[config.mk]
export PLATFORM = sky130hd
export DESIGN_NAME = text_pattern_search_core_flat
export DESIGN_NICKNAME = d
export VERILOG_FILES = /design/src/rtl/tps_pkg.sv /design/src/rtl/tps_stream_if.sv /design/src/rtl/tps_cell.sv /design/src/rtl/text_pattern_search_core.sv /design/src/flat_wrapper.sv
export SDC_FILE = /design/constraint.sdc
export NUM_CORES = 2
export LEC_CHECK = 0
export ABC_AREA = 0
export BUFFER_PORTS_ARGS = -buffer_cell sky130_fd_sc_hd__buf_2
export CAP_MARGIN = 15
export CELL_PAD_IN_SITES_DETAIL_PLACEMENT = 0
export CELL_PAD_IN_SITES_GLOBAL_PLACEMENT = 1
export CORE_MARGIN = 3
export CORE_UTILIZATION = 39
export CTS_CLUSTER_SIZE = 24
export DETAILED_ROUTE_END_ITERATION = 10
export PLACE_DENSITY_LB_ADDON = 0.1
export SETUP_SLACK_MARGIN = 0.05
export SLEW_MARGIN = 10
export SYNTH_ARGS = -nofsm -noshare
export SYNTH_HDL_FRONTEND = slang
export SYNTH_SLANG_ARGS = --single-unit
[constraint.sdc]
create_clock -name clk -period 34.9 [get_ports clk]
set_clock_uncertainty 0.2 [all_clocks]
set_input_delay 1.745 -clock clk [delete_from_list [all_inputs] [get_ports clk]]
set_output_delay 1.745 -clock clk [all_outputs]
set_load 0.05 [all_outputs]
[src/rtl/tps_pkg.sv]
package tps_pkg;

	localparam logic [1:0] ACT_CLEAR  = 2'd0;
	localparam logic [1:0] ACT_APPEND = 2'd1;
	localparam logic [1:0] ACT_TEXT   = 2'd2;
	localparam logic [1:0] ACT_END    = 2'd3;

	localparam logic [1:0] EV_MATCH    = 2'd0;
	localparam logic [1:0] EV_END      = 2'd1;
	localparam logic [1:0] EV_OVERFLOW = 2'd2;

	localparam int CFG_IDX_W = 2;
	localparam logic [CFG_IDX_W-1:0] REG_FOLD_CASE    = 2'd0;
	localparam logic [CFG_IDX_W-1:0] REG_REVERSE_MODE = 2'd1;

	localparam int POS_W = 32;

	localparam logic [7:0] CHAR_LOWER_A = 8'h61;
	localparam logic [7:0] CHAR_LOWER_Z = 8'h7A;
	localparam logic [7:0] CASE_OFFSET  = 8'h20;

	typedef struct packed {
		logic [1:0] action;
		logic [7:0] char_value;
	} item_t;

	typedef struct packed {
		logic [1:0]       event_kind;
		logic [POS_W-1:0] position;
		logic             any_found;
	} result_t;

	typedef struct packed {
		logic [CFG_IDX_W-1:0] index;
		logic                 value;
	} cfg_t;

	typedef struct packed {
		logic       scan;
		logic       append;
		logic       fold_case;
		logic       reverse_mode;
		logic [7:0] text_fold;
		logic [7:0] char_value;
	} cell_ctrl_t;

	function automatic logic [7:0] fold_char(input logic [7:0] c, input logic en);
		logic [7:0] r;
		r = c;
		if (en && c >= CHAR_LOWER_A && c <= CHAR_LOWER_Z) begin
			r = c - CASE_OFFSET;
		end
		return r;
	endfunction

endpackage

[src/rtl/tps_stream_if.sv]
interface tps_stream_if #(parameter type payload_t = logic) ();
	logic     valid;
	logic     ready;
	payload_t data;

	modport source (output valid, output data, input ready);
	modport sink (input valid, input data, output ready);
endinterface

[src/rtl/tps_cell.sv]
module tps_cell #(
	parameter int IDX   = 0,
	parameter int LEN_W = 8
) (
	input  logic                  clk,
	input  logic                  arst_n,
	input  tps_pkg::cell_ctrl_t   ctrl,
	input  logic                  clear,
	input  logic [LEN_W-1:0]      len,
	input  logic                  prev_bit,
	input  logic [7:0]            prev_char,
	output logic                  match_bit,
	output logic [7:0]            rev_char,
	output logic                  hit
);

	logic [7:0] fwd_char_q;
	logic [7:0] rev_char_q;
	logic       bit_q;
	logic       active;
	logic       last;
	logic [7:0] cmp_char;
	logic       bit_next;

	assign active    = len > LEN_W'(IDX);
	assign last      = len == LEN_W'(IDX + 1);
	assign cmp_char  = ctrl.reverse_mode ? rev_char_q : fwd_char_q;
	assign bit_next  = prev_bit && active &&
		(tps_pkg::fold_char(cmp_char, ctrl.fold_case) == ctrl.text_fold);
	assign hit       = ctrl.scan && last && bit_next;
	assign match_bit = bit_q;
	assign rev_char  = rev_char_q;

	always_ff @(posedge clk) begin
		if (ctrl.append) begin
			rev_char_q <= prev_char;
			if (len == LEN_W'(IDX)) begin
				fwd_char_q <= ctrl.char_value;
			end
		end
	end

	always_ff @(posedge clk or negedge arst_n) begin
		if (!arst_n) begin
			bit_q <= 1'b0;
		end else if (clear) begin
			bit_q <= 1'b0;
		end else if (ctrl.scan) begin
			bit_q <= bit_next;
		end
	end

endmodule

[src/rtl/text_pattern_search_core.sv]
// Exact string search, case-insensitive while fold case is set. Load a pattern with clear and append beats, then
// stream text one character per beat and close the stream with an end beat. Each cell of
// the row holds one pattern character in forward order, one in reverse order and one
// partial-match bit; all cells update in the same cycle, so a beat of any action is taken
// without waiting on the row. A match, end or overflow event appears on the result channel in the
// cycle after its beat. While an event waits there unaccepted, the input is held off; the
// next beat is taken in the same cycle that the event is accepted, so beats run back to back
// as long as the result channel is ready. The critical path is one character compare per
// cell, the OR of the row's match taps and the clear fanout back to every cell.
module text_pattern_search_core #(
	parameter int MAX_PATTERN = 128
) (
	input logic          clk,
	input logic          arst_n,
	tps_stream_if.sink   item,
	tps_stream_if.source result,
	tps_stream_if.sink   cfg
);

	localparam int LEN_W = $clog2(MAX_PATTERN + 1);

	logic [LEN_W-1:0]         len_q;
	logic [tps_pkg::POS_W-1:0] pos_q;
	logic [tps_pkg::POS_W-1:0] pos_inc;
	logic                     found_q;
	logic                     fold_q;
	logic                     reverse_q;
	logic                     res_valid_q;
	tps_pkg::result_t         res_q;
	tps_pkg::result_t         res_d;
	logic                     res_set;
	logic                     accept;
	logic                     full;
	logic                     hit;
	logic                     clear_all;
	logic [1:0]               act;
	tps_pkg::cell_ctrl_t      ctrl;

	logic [MAX_PATTERN-1:0]   bits;
	logic [MAX_PATTERN-1:0]   hits;
	logic [7:0]               revs [MAX_PATTERN];

	assign item.ready   = !res_valid_q || result.ready;
	assign cfg.ready    = 1'b1;
	assign result.valid = res_valid_q;
	assign result.data  = res_q;

	assign accept  = item.valid && item.ready;
	assign act     = item.data.action;
	assign full    = len_q == LEN_W'(MAX_PATTERN);
	assign pos_inc = pos_q + tps_pkg::POS_W'(1);
	assign hit     = |hits;

	assign ctrl.scan         = accept && act == tps_pkg::ACT_TEXT;
	assign ctrl.append       = accept && act == tps_pkg::ACT_APPEND && !full;
	assign ctrl.fold_case    = fold_q;
	assign ctrl.reverse_mode = reverse_q;
	assign ctrl.text_fold    = tps_pkg::fold_char(item.data.char_value, fold_q);
	assign ctrl.char_value   = item.data.char_value;

	assign clear_all = accept && (act == tps_pkg::ACT_CLEAR || act == tps_pkg::ACT_END ||
		(act == tps_pkg::ACT_APPEND && !full) || (act == tps_pkg::ACT_TEXT && hit));

	for (genvar i = 0; i < MAX_PATTERN; i++) begin : g_cell
		logic       prev_bit;
		logic [7:0] prev_char;

		if (i == 0) begin : g_head
			assign prev_bit  = 1'b1;
			assign prev_char = item.data.char_value;
		end else begin : g_body
			assign prev_bit  = bits[i-1];
			assign prev_char = revs[i-1];
		end

		tps_cell #(
			.IDX   (i),
			.LEN_W (LEN_W)
		) u_cell (
			.clk       (clk),
			.arst_n    (arst_n),
			.ctrl      (ctrl),
			.clear     (clear_all),
			.len       (len_q),
			.prev_bit  (prev_bit),
			.prev_char (prev_char),
			.match_bit (bits[i]),
			.rev_char  (revs[i]),
			.hit       (hits[i])
		);
	end

	always_comb begin
		res_set = 1'b0;
		res_d.event_kind = tps_pkg::EV_MATCH;
		res_d.position   = pos_q;
		res_d.any_found  = 1'b0;
		if (accept) begin
			unique case (act)
				tps_pkg::ACT_CLEAR: begin
				end
				tps_pkg::ACT_APPEND: begin
					if (full) begin
						res_set = 1'b1;
						res_d.event_kind = tps_pkg::EV_OVERFLOW;
					end
				end
				tps_pkg::ACT_TEXT: begin
					if (hit) begin
						res_set = 1'b1;
						res_d.position = pos_inc;
					end
				end
				tps_pkg::ACT_END: begin
					res_set = 1'b1;
					res_d.event_kind = tps_pkg::EV_END;
					res_d.any_found  = found_q;
				end
			endcase
		end
	end

	always_ff @(posedge clk or negedge arst_n) begin
		if (!arst_n) begin
			len_q       <= '0;
			pos_q       <= '0;
			found_q     <= 1'b0;
			fold_q      <= 1'b0;
			reverse_q   <= 1'b0;
			res_valid_q <= 1'b0;
		end else begin
			if (cfg.valid && cfg.ready) begin
				unique case (cfg.data.index)
					tps_pkg::REG_FOLD_CASE:    fold_q    <= cfg.data.value;
					tps_pkg::REG_REVERSE_MODE: reverse_q <= cfg.data.value;
					default: begin
					end
				endcase
			end
			if (accept) begin
				unique case (act)
					tps_pkg::ACT_CLEAR: len_q <= '0;
					tps_pkg::ACT_APPEND: begin
						if (!full) begin
							len_q <= len_q + LEN_W'(1);
						end
					end
					tps_pkg::ACT_TEXT: begin
						pos_q <= pos_inc;
						if (hit) begin
							found_q <= 1'b1;
						end
					end
					tps_pkg::ACT_END: begin
						pos_q   <= '0;
						found_q <= 1'b0;
					end
				endcase
			end
			if (res_set) begin
				res_valid_q <= 1'b1;
			end else if (result.ready) begin
				res_valid_q <= 1'b0;
			end
		end
	end

	always_ff @(posedge clk) begin
		if (res_set) begin
			res_q <= res_d;
		end
	end

endmodule

[src/flat_wrapper.sv]
// flat-port wrapper written by rule: the top's interface ports become plain ports
module text_pattern_search_core_flat 
#(
	parameter int MAX_PATTERN = 128
)
  (clk, arst_n, item_valid, item_data, item_ready, result_valid, result_data, result_ready, cfg_valid, cfg_data, cfg_ready);
  tps_stream_if #(.payload_t(tps_pkg::item_t)) item_i ();
  tps_stream_if #(.payload_t(tps_pkg::result_t)) result_i ();
  tps_stream_if #(.payload_t(tps_pkg::cfg_t)) cfg_i ();
  input logic clk;
  input logic arst_n;
  input wire logic [$bits(item_i.valid)-1:0] item_valid;
  input wire logic [$bits(item_i.data)-1:0] item_data;
  output wire logic [$bits(item_i.ready)-1:0] item_ready;
  output wire logic [$bits(result_i.valid)-1:0] result_valid;
  output wire logic [$bits(result_i.data)-1:0] result_data;
  input wire logic [$bits(result_i.ready)-1:0] result_ready;
  input wire logic [$bits(cfg_i.valid)-1:0] cfg_valid;
  input wire logic [$bits(cfg_i.data)-1:0] cfg_data;
  output wire logic [$bits(cfg_i.ready)-1:0] cfg_ready;
  assign item_i.valid = item_valid;
  assign item_i.data = item_data;
  assign item_ready = item_i.ready;
  assign result_valid = result_i.valid;
  assign result_data = result_i.data;
  assign result_i.ready = result_ready;
  assign cfg_i.valid = cfg_valid;
  assign cfg_i.data = cfg_data;
  assign cfg_ready = cfg_i.ready;
  text_pattern_search_core #(.MAX_PATTERN(MAX_PATTERN)) u_core (.clk(clk), .arst_n(arst_n), .item(item_i), .result(result_i), .cfg(cfg_i));
endmodule
# ---- Word-level counts from Yosys, hierarchy flattened
# Index checks and enable logic that the tools add are counted.
dict set report word_totals {
  reg_bits 2254
  in_bits 18
  out_inout_bits 38
  wordCells 2623
}
dict set report op_classes {
  n_addsub 131
  magnitude_cmp 386
  n_eq_ne 262
  muxes 528
  n_reduce_logical 924
}
# operator n
set op_table {}
lappend op_table {{two-way mux 8 bit} 258}
lappend op_table {{>= comparator 8 x 7 -> 1 bit, second input constant} 129}
lappend op_table {{<= comparator 8 x 7 -> 1 bit, second input constant} 129}
lappend op_table {{subtractor 8 x 6 -> 8 bit, second input constant} 129}
lappend op_table {{== test 8 bit} 128}
lappend op_table {{logical AND 1 bit} 776}
lappend op_table {{== test 8 x 7 -> 1 bit, second input constant} 64}
lappend op_table {{> comparator 8 x 7 -> 1 bit, second input constant} 64}
lappend op_table {{AND reduction 2 bit} 132}
lappend op_table {{two-way mux 1 bit} 261}
lappend op_table {{== test 8 x 6 -> 1 bit, second input constant} 32}
lappend op_table {{> comparator 8 x 6 -> 1 bit, second input constant} 32}
lappend op_table {{== test 8 x 5 -> 1 bit, second input constant} 16}
lappend op_table {{> comparator 8 x 5 -> 1 bit, second input constant} 16}
lappend op_table {{OR reduction 128 bit} 1}
lappend op_table {{== test 8 x 4 -> 1 bit, second input constant} 8}
lappend op_table {{> comparator 8 x 4 -> 1 bit, second input constant} 8}
lappend op_table {{two-way mux 32 bit} 2}
lappend op_table {{one-hot mux 32 bit (2 select lines)} 1}
lappend op_table {{two-way mux 33 bit} 1}
lappend op_table {{adder 32 x 1 -> 32 bit, second input constant} 1}
lappend op_table {{== test 8 x 3 -> 1 bit, second input constant} 4}
lappend op_table {{> comparator 8 x 3 -> 1 bit, second input constant} 4}
lappend op_table {{== test 8 x 2 -> 1 bit, second input constant} 2}
lappend op_table {{other kinds (20)} 33}

# ---- Logic depth before layout (Yosys ltp)
dict set report logic_depth {
  word_depth 13
  depth_mapped 23
  ltp_nobuf 15
}

# ---- Worst setup path after synthesis
# Ideal clock, no wire load.
dict set report synth_timing {
  path_type {input-to-reg}
  from {input port result_ready}
  to {register u_core.g_cell[80].u_cell.fwd_char_q[0] (enable)}
  setup_time_ns 0.406
  arrival_time_ns 38.720
  t_required_ns 34.294
  setup_slack_ns -4.426
  path_stages 8
  path_buffers 2
  cell_sequence {nand2b_1 > and2_1 > clkbuf_1 > nand3_1 > clkinv_1 > clkbuf_1 > nand2_1 > nor2_1}
}
# element line
set synth_lines {}
lappend synth_lines {{start, declared} flat_wrapper.sv:17} ;# input wire logic [$bits(result_i.ready)-1:0] result_ready;
lappend synth_lines {{end signal, assigned} tps_cell.sv:38} ;# fwd_char_q <= ctrl.char_value;
lappend synth_lines {{end, declared} tps_cell.sv:17} ;# logic [7:0] fwd_char_q;

==> flow_summary.yaml <==
outcome:
  status: "complete, but fails checks"
  violations: "max-capacitance violations, max-slew violations"
flow_run:
  maxCapViolCount: 1
synth:
  synth_nets: 10100
  ys_ff_latch: 2254
  synth_top_area_share_pct: 51.7
  synth_top_family_by_area: "simple AND/OR/NAND/NOR gates"
  yosysWarnings: 0
  synth_mux_area_share_pct: 8.82
  synth.area.top_cells: "edfxtp_1, mux2i_1, xnor2_1"
  ys_types: 108
  async_flop_share_pct: 7.59
  syn_area_per_cell_um2: 12.2
  syn_area_um2: 121000
  synth_fa_ha_area_share_pct: 1.45
  synth-simple-area-share_pct: 13.7
  synthXorXnorAreaFrac_pct: 7.53
  synth_compound_area_share_pct: 10.5
  seq_area_frac_synth_pct: 55.3
  synthCells: 9942
  ys.flop_type: "edfxtp_1"
  synth.largest_area_cell: "edfxtp_1"
  synth_edf_count: 2083
power:
  p_seq_share_pct: 41.0
  leakagePower_nw: 44.1
  p_comb_share_pct: 19.1
  pwr-share-clk_pct: 40.0
  switching_share_pct: 30.0
  p_int_mw: 5.11
  ir_worst_vdd_mv: 0.0427
  p_per_area_nw_per_um2: 53.6
  p_sw_mw: 2.19
setup_path:
  worstPathMaxFanout: 77
  cp-end-kind: "flip-flop"
  crit_end: "u_core.result.data[2]$_DFFE_PP_"
  startpoint: "u_core.reverse_q$_DFFE_PN0P_"
  r2r-end: "u_core.result.data[2]$_DFFE_PP_"
  critPathLaunchType: "flip-flop"
  rr_startpoint: "u_core.reverse_q$_DFFE_PN0P_"
  crit_arrival_ns: 10.85
  critPathRequiredTime_ns: 35.35
  critPathKind: "flip-flop to flip-flop"
  r2r.worst_path.cells: 18
  reg2reg_slack_ns: 24.50
clocking:
  insertion_delay_ns: 0.96
  cts_buffers: 274
  cts_tree: "yes"
  htreeDepth: 5
  postCtsHoldBufs: 0
  clock_sinks: 2254
  clk_pin_slew_ns: 0.06
  cts_setup_buffers: 0
  clockBufferDepth: 4
  cts_resized: 0
  clockRootBuffer: "clkbuf_16"
layout:
  final_common_cell: "edfxtp_1"
  n_fill_cell: 28000
  drive_gt1_share_pct: 10.9
  stdcell_count: 14400
  layout_common_cells: "edfxtp_1, mux2i_1, xnor2_1"
  nNetsFinal: 10200
  area_growth_pct: 12.5
sta:
  period_share_pct: 29.8
  rsz0062_at_grt: "false"
  slew_violations: 2
  fin_setup_tns_ns: 0
  finalHoldViolCount: 0
  worst_pin_slew_ns: 1.54
  relSlewSlack_pct: -3.18
  fmax_ghz: 0.0962
  min_period_ns: 10.40
  finalSetupViolations: 0
detailed_routing:
  wl_per_cell_um: 36.9
  drc_errors: 0
  drt_iter0_markers: 11900
  dr_total_vias: 93100
  antenna_left: 0
  vias_per_cell: 6.45
  firstDrtPassIters: 9
  routed_wl_mm: 532
global_route:
  gr-usage-all-layers_pct: 32.5
  grt_start_max_net_pins: 159
  grt_first_pass_wirelength_mm: 724
  grt_pass1_vias: 87300
  grt_overflow_total: 0
  grt_antenna_before_repair: 70
floorplanning:
  core.rowCount: 203
  core_um2: 307000
  die_w_um: 563
  initial_core_util_pct: 39.4
  die_area_um2: 317000
  die_h_um: 563
  io_pins: 56
placed_design:
  port_buffers: 54
  dpl.hpwl_mm: 370
  dpl.cell_count: 13900
  routabilityCongestion: 1.07
worst_hold_path:
  hold_path_class: "flip-flop to flip-flop"
-- cells in the mapped netlist, types with 123 or more instances --
cell type and count:
nand3_1 241, nor3_1 339, mux2i_1 953, ha_1 140, o21ai_0 349, xor2_1 252, clkbuf_1 164, nand3b_1 123
dfrtp_1 171, nor2_1 531, a21oi_1 325, xnor2_1 748, edfxtp_1 2083, inv_1 187, nand2_1 487, nor4_1 223
nand4_1 150, buf_2 244
-- cells by family (layout without fill, tap and decap cells) --
family                     Yosys count  after routing
buffers and inverters              724           1061
and+or+nand+nor                   2969           2969
AOI/OAI and AO/OA                 1785           1785
other                                1             51
muxes                             1053           1053
adders and majority gates          140            140
DFF                               2254           2254
xor gates and xnor gates          1016           1016
-- cell type report --
| cell class | count | area [um^2] | area share (%) |
|---|---|---|---|
| flip-flops and latches | 2254 | 66800 | 49.1 |
| multi-input cells | 6964 | 51200 | 37.6 |
| clock buffers | 346 | 7300 | 5.36 |
| well taps | 4100 | 5130 | 3.77 |
| repair buffers | 377 | 3110 | 2.28 |
| clock inverters | 148 | 1710 | 1.26 |
| inverters | 190 | 731 | 0.537 |
| diodes | 50 | 125 | 0.0919 |
-- per-layer routing --
layer | global-route usage (%) | up-vias | routed length (um)
met2 | 47.9 | 5242 | 227000
li1 | - | 39000 | -
met3 | 8.87 | 1362 | 52300
met5 | 0.0301 | - | 325
met1 | 43.2 | 47500 | 218000
met4 | 18.4 | 36 | 34900
-- through the flow --
stage	instance area [um^2]	power, mW	worst slack, ns	hold WS [ns]	utilization [%]
floorplan	121000	3.91	14.33	0.217	-
global placement	127000	4.38	23.56	0.233	41.2
detailed placement	127000	4.39	24.53	0.229	41.3
CTS	136000	7.30	25.17	0.241	44.2
global route	136000	7.50	24.49	0.259	44.2
finish	136000	7.30	24.50	0.244	44.3
-- worst min-delay path by stage --
| stage | startpoint | cells after the start | endpoint | slack [ns] |
|---|---|---|---|---|
| floorplan | u_core.g_cell[121].u_cell.rev_char[0]$_DFFE_PP_ | 0 | u_core.g_cell[122].u_cell.rev_char[0]$_DFFE_PP_ | 0.22 |
| detailed placement | u_core.g_cell[6].u_cell.rev_char[6]$_DFFE_PP_ | 0 | u_core.g_cell[7].u_cell.rev_char[6]$_DFFE_PP_ | 0.23 |
| global placement | u_core.g_cell[60].u_cell.rev_char[5]$_DFFE_PP_ | 0 | u_core.g_cell[61].u_cell.rev_char[5]$_DFFE_PP_ | 0.23 |
| global route | u_core.g_cell[116].u_cell.rev_char[5]$_DFFE_PP_ | 0 | u_core.g_cell[117].u_cell.rev_char[5]$_DFFE_PP_ | 0.26 |
| CTS | u_core.g_cell[14].u_cell.rev_char[5]$_DFFE_PP_ | 0 | u_core.g_cell[15].u_cell.rev_char[5]$_DFFE_PP_ | 0.24 |
| finish | u_core.g_cell[14].u_cell.rev_char[5]$_DFFE_PP_ | 0 | u_core.g_cell[15].u_cell.rev_char[5]$_DFFE_PP_ | 0.24 |
-- critical path, stage by stage, from the launching register on --
cell	delay [ns]
dfrtp_4	0.72
buf_4	0.52
buf_4	0.63
buf_4	0.69
buf_4	0.84
o2111a_1	0.30
a31oi_1	0.04
o311ai_0	0.74
nor2_1	0.15
xnor2_1	0.20
nand4_1	0.57
nand4_1	0.68
nor4_1	0.72
nand4_1	0.27
nor4_4	0.31
buf_4	0.51
and2_2	0.71
buf_4	0.59
mux2_2	0.39
-- state kept, by name (all words and copies together), names as in the netlist --
name                             flops
u_core.g_cell.u_cell.fwd_char_q   1024
u_core.g_cell.u_cell.rev_char     1024
u_core.g_cell.u_cell.match_bit     127
u_core.result.data                  35
u_core.pos_q                        32
u_core.len_q                         8
u_core.fold_q                        1
u_core.found_q                       1
u_core.result.valid                  1
u_core.reverse_q                     1
-- power groups by stage --
stage          clock (mW)  sequential [mW]  combinational, mW
6_report             2.92             2.99               1.39
3_3_place_gp            0             3.05               1.33
4_1_cts              2.96             2.99               1.35
2_1_floorplan           0             3.06              0.851
5_1_grt              3.07             2.99               1.44
3_5_place_dp            0             3.05               1.34
(Power assumes the default switching activity.)
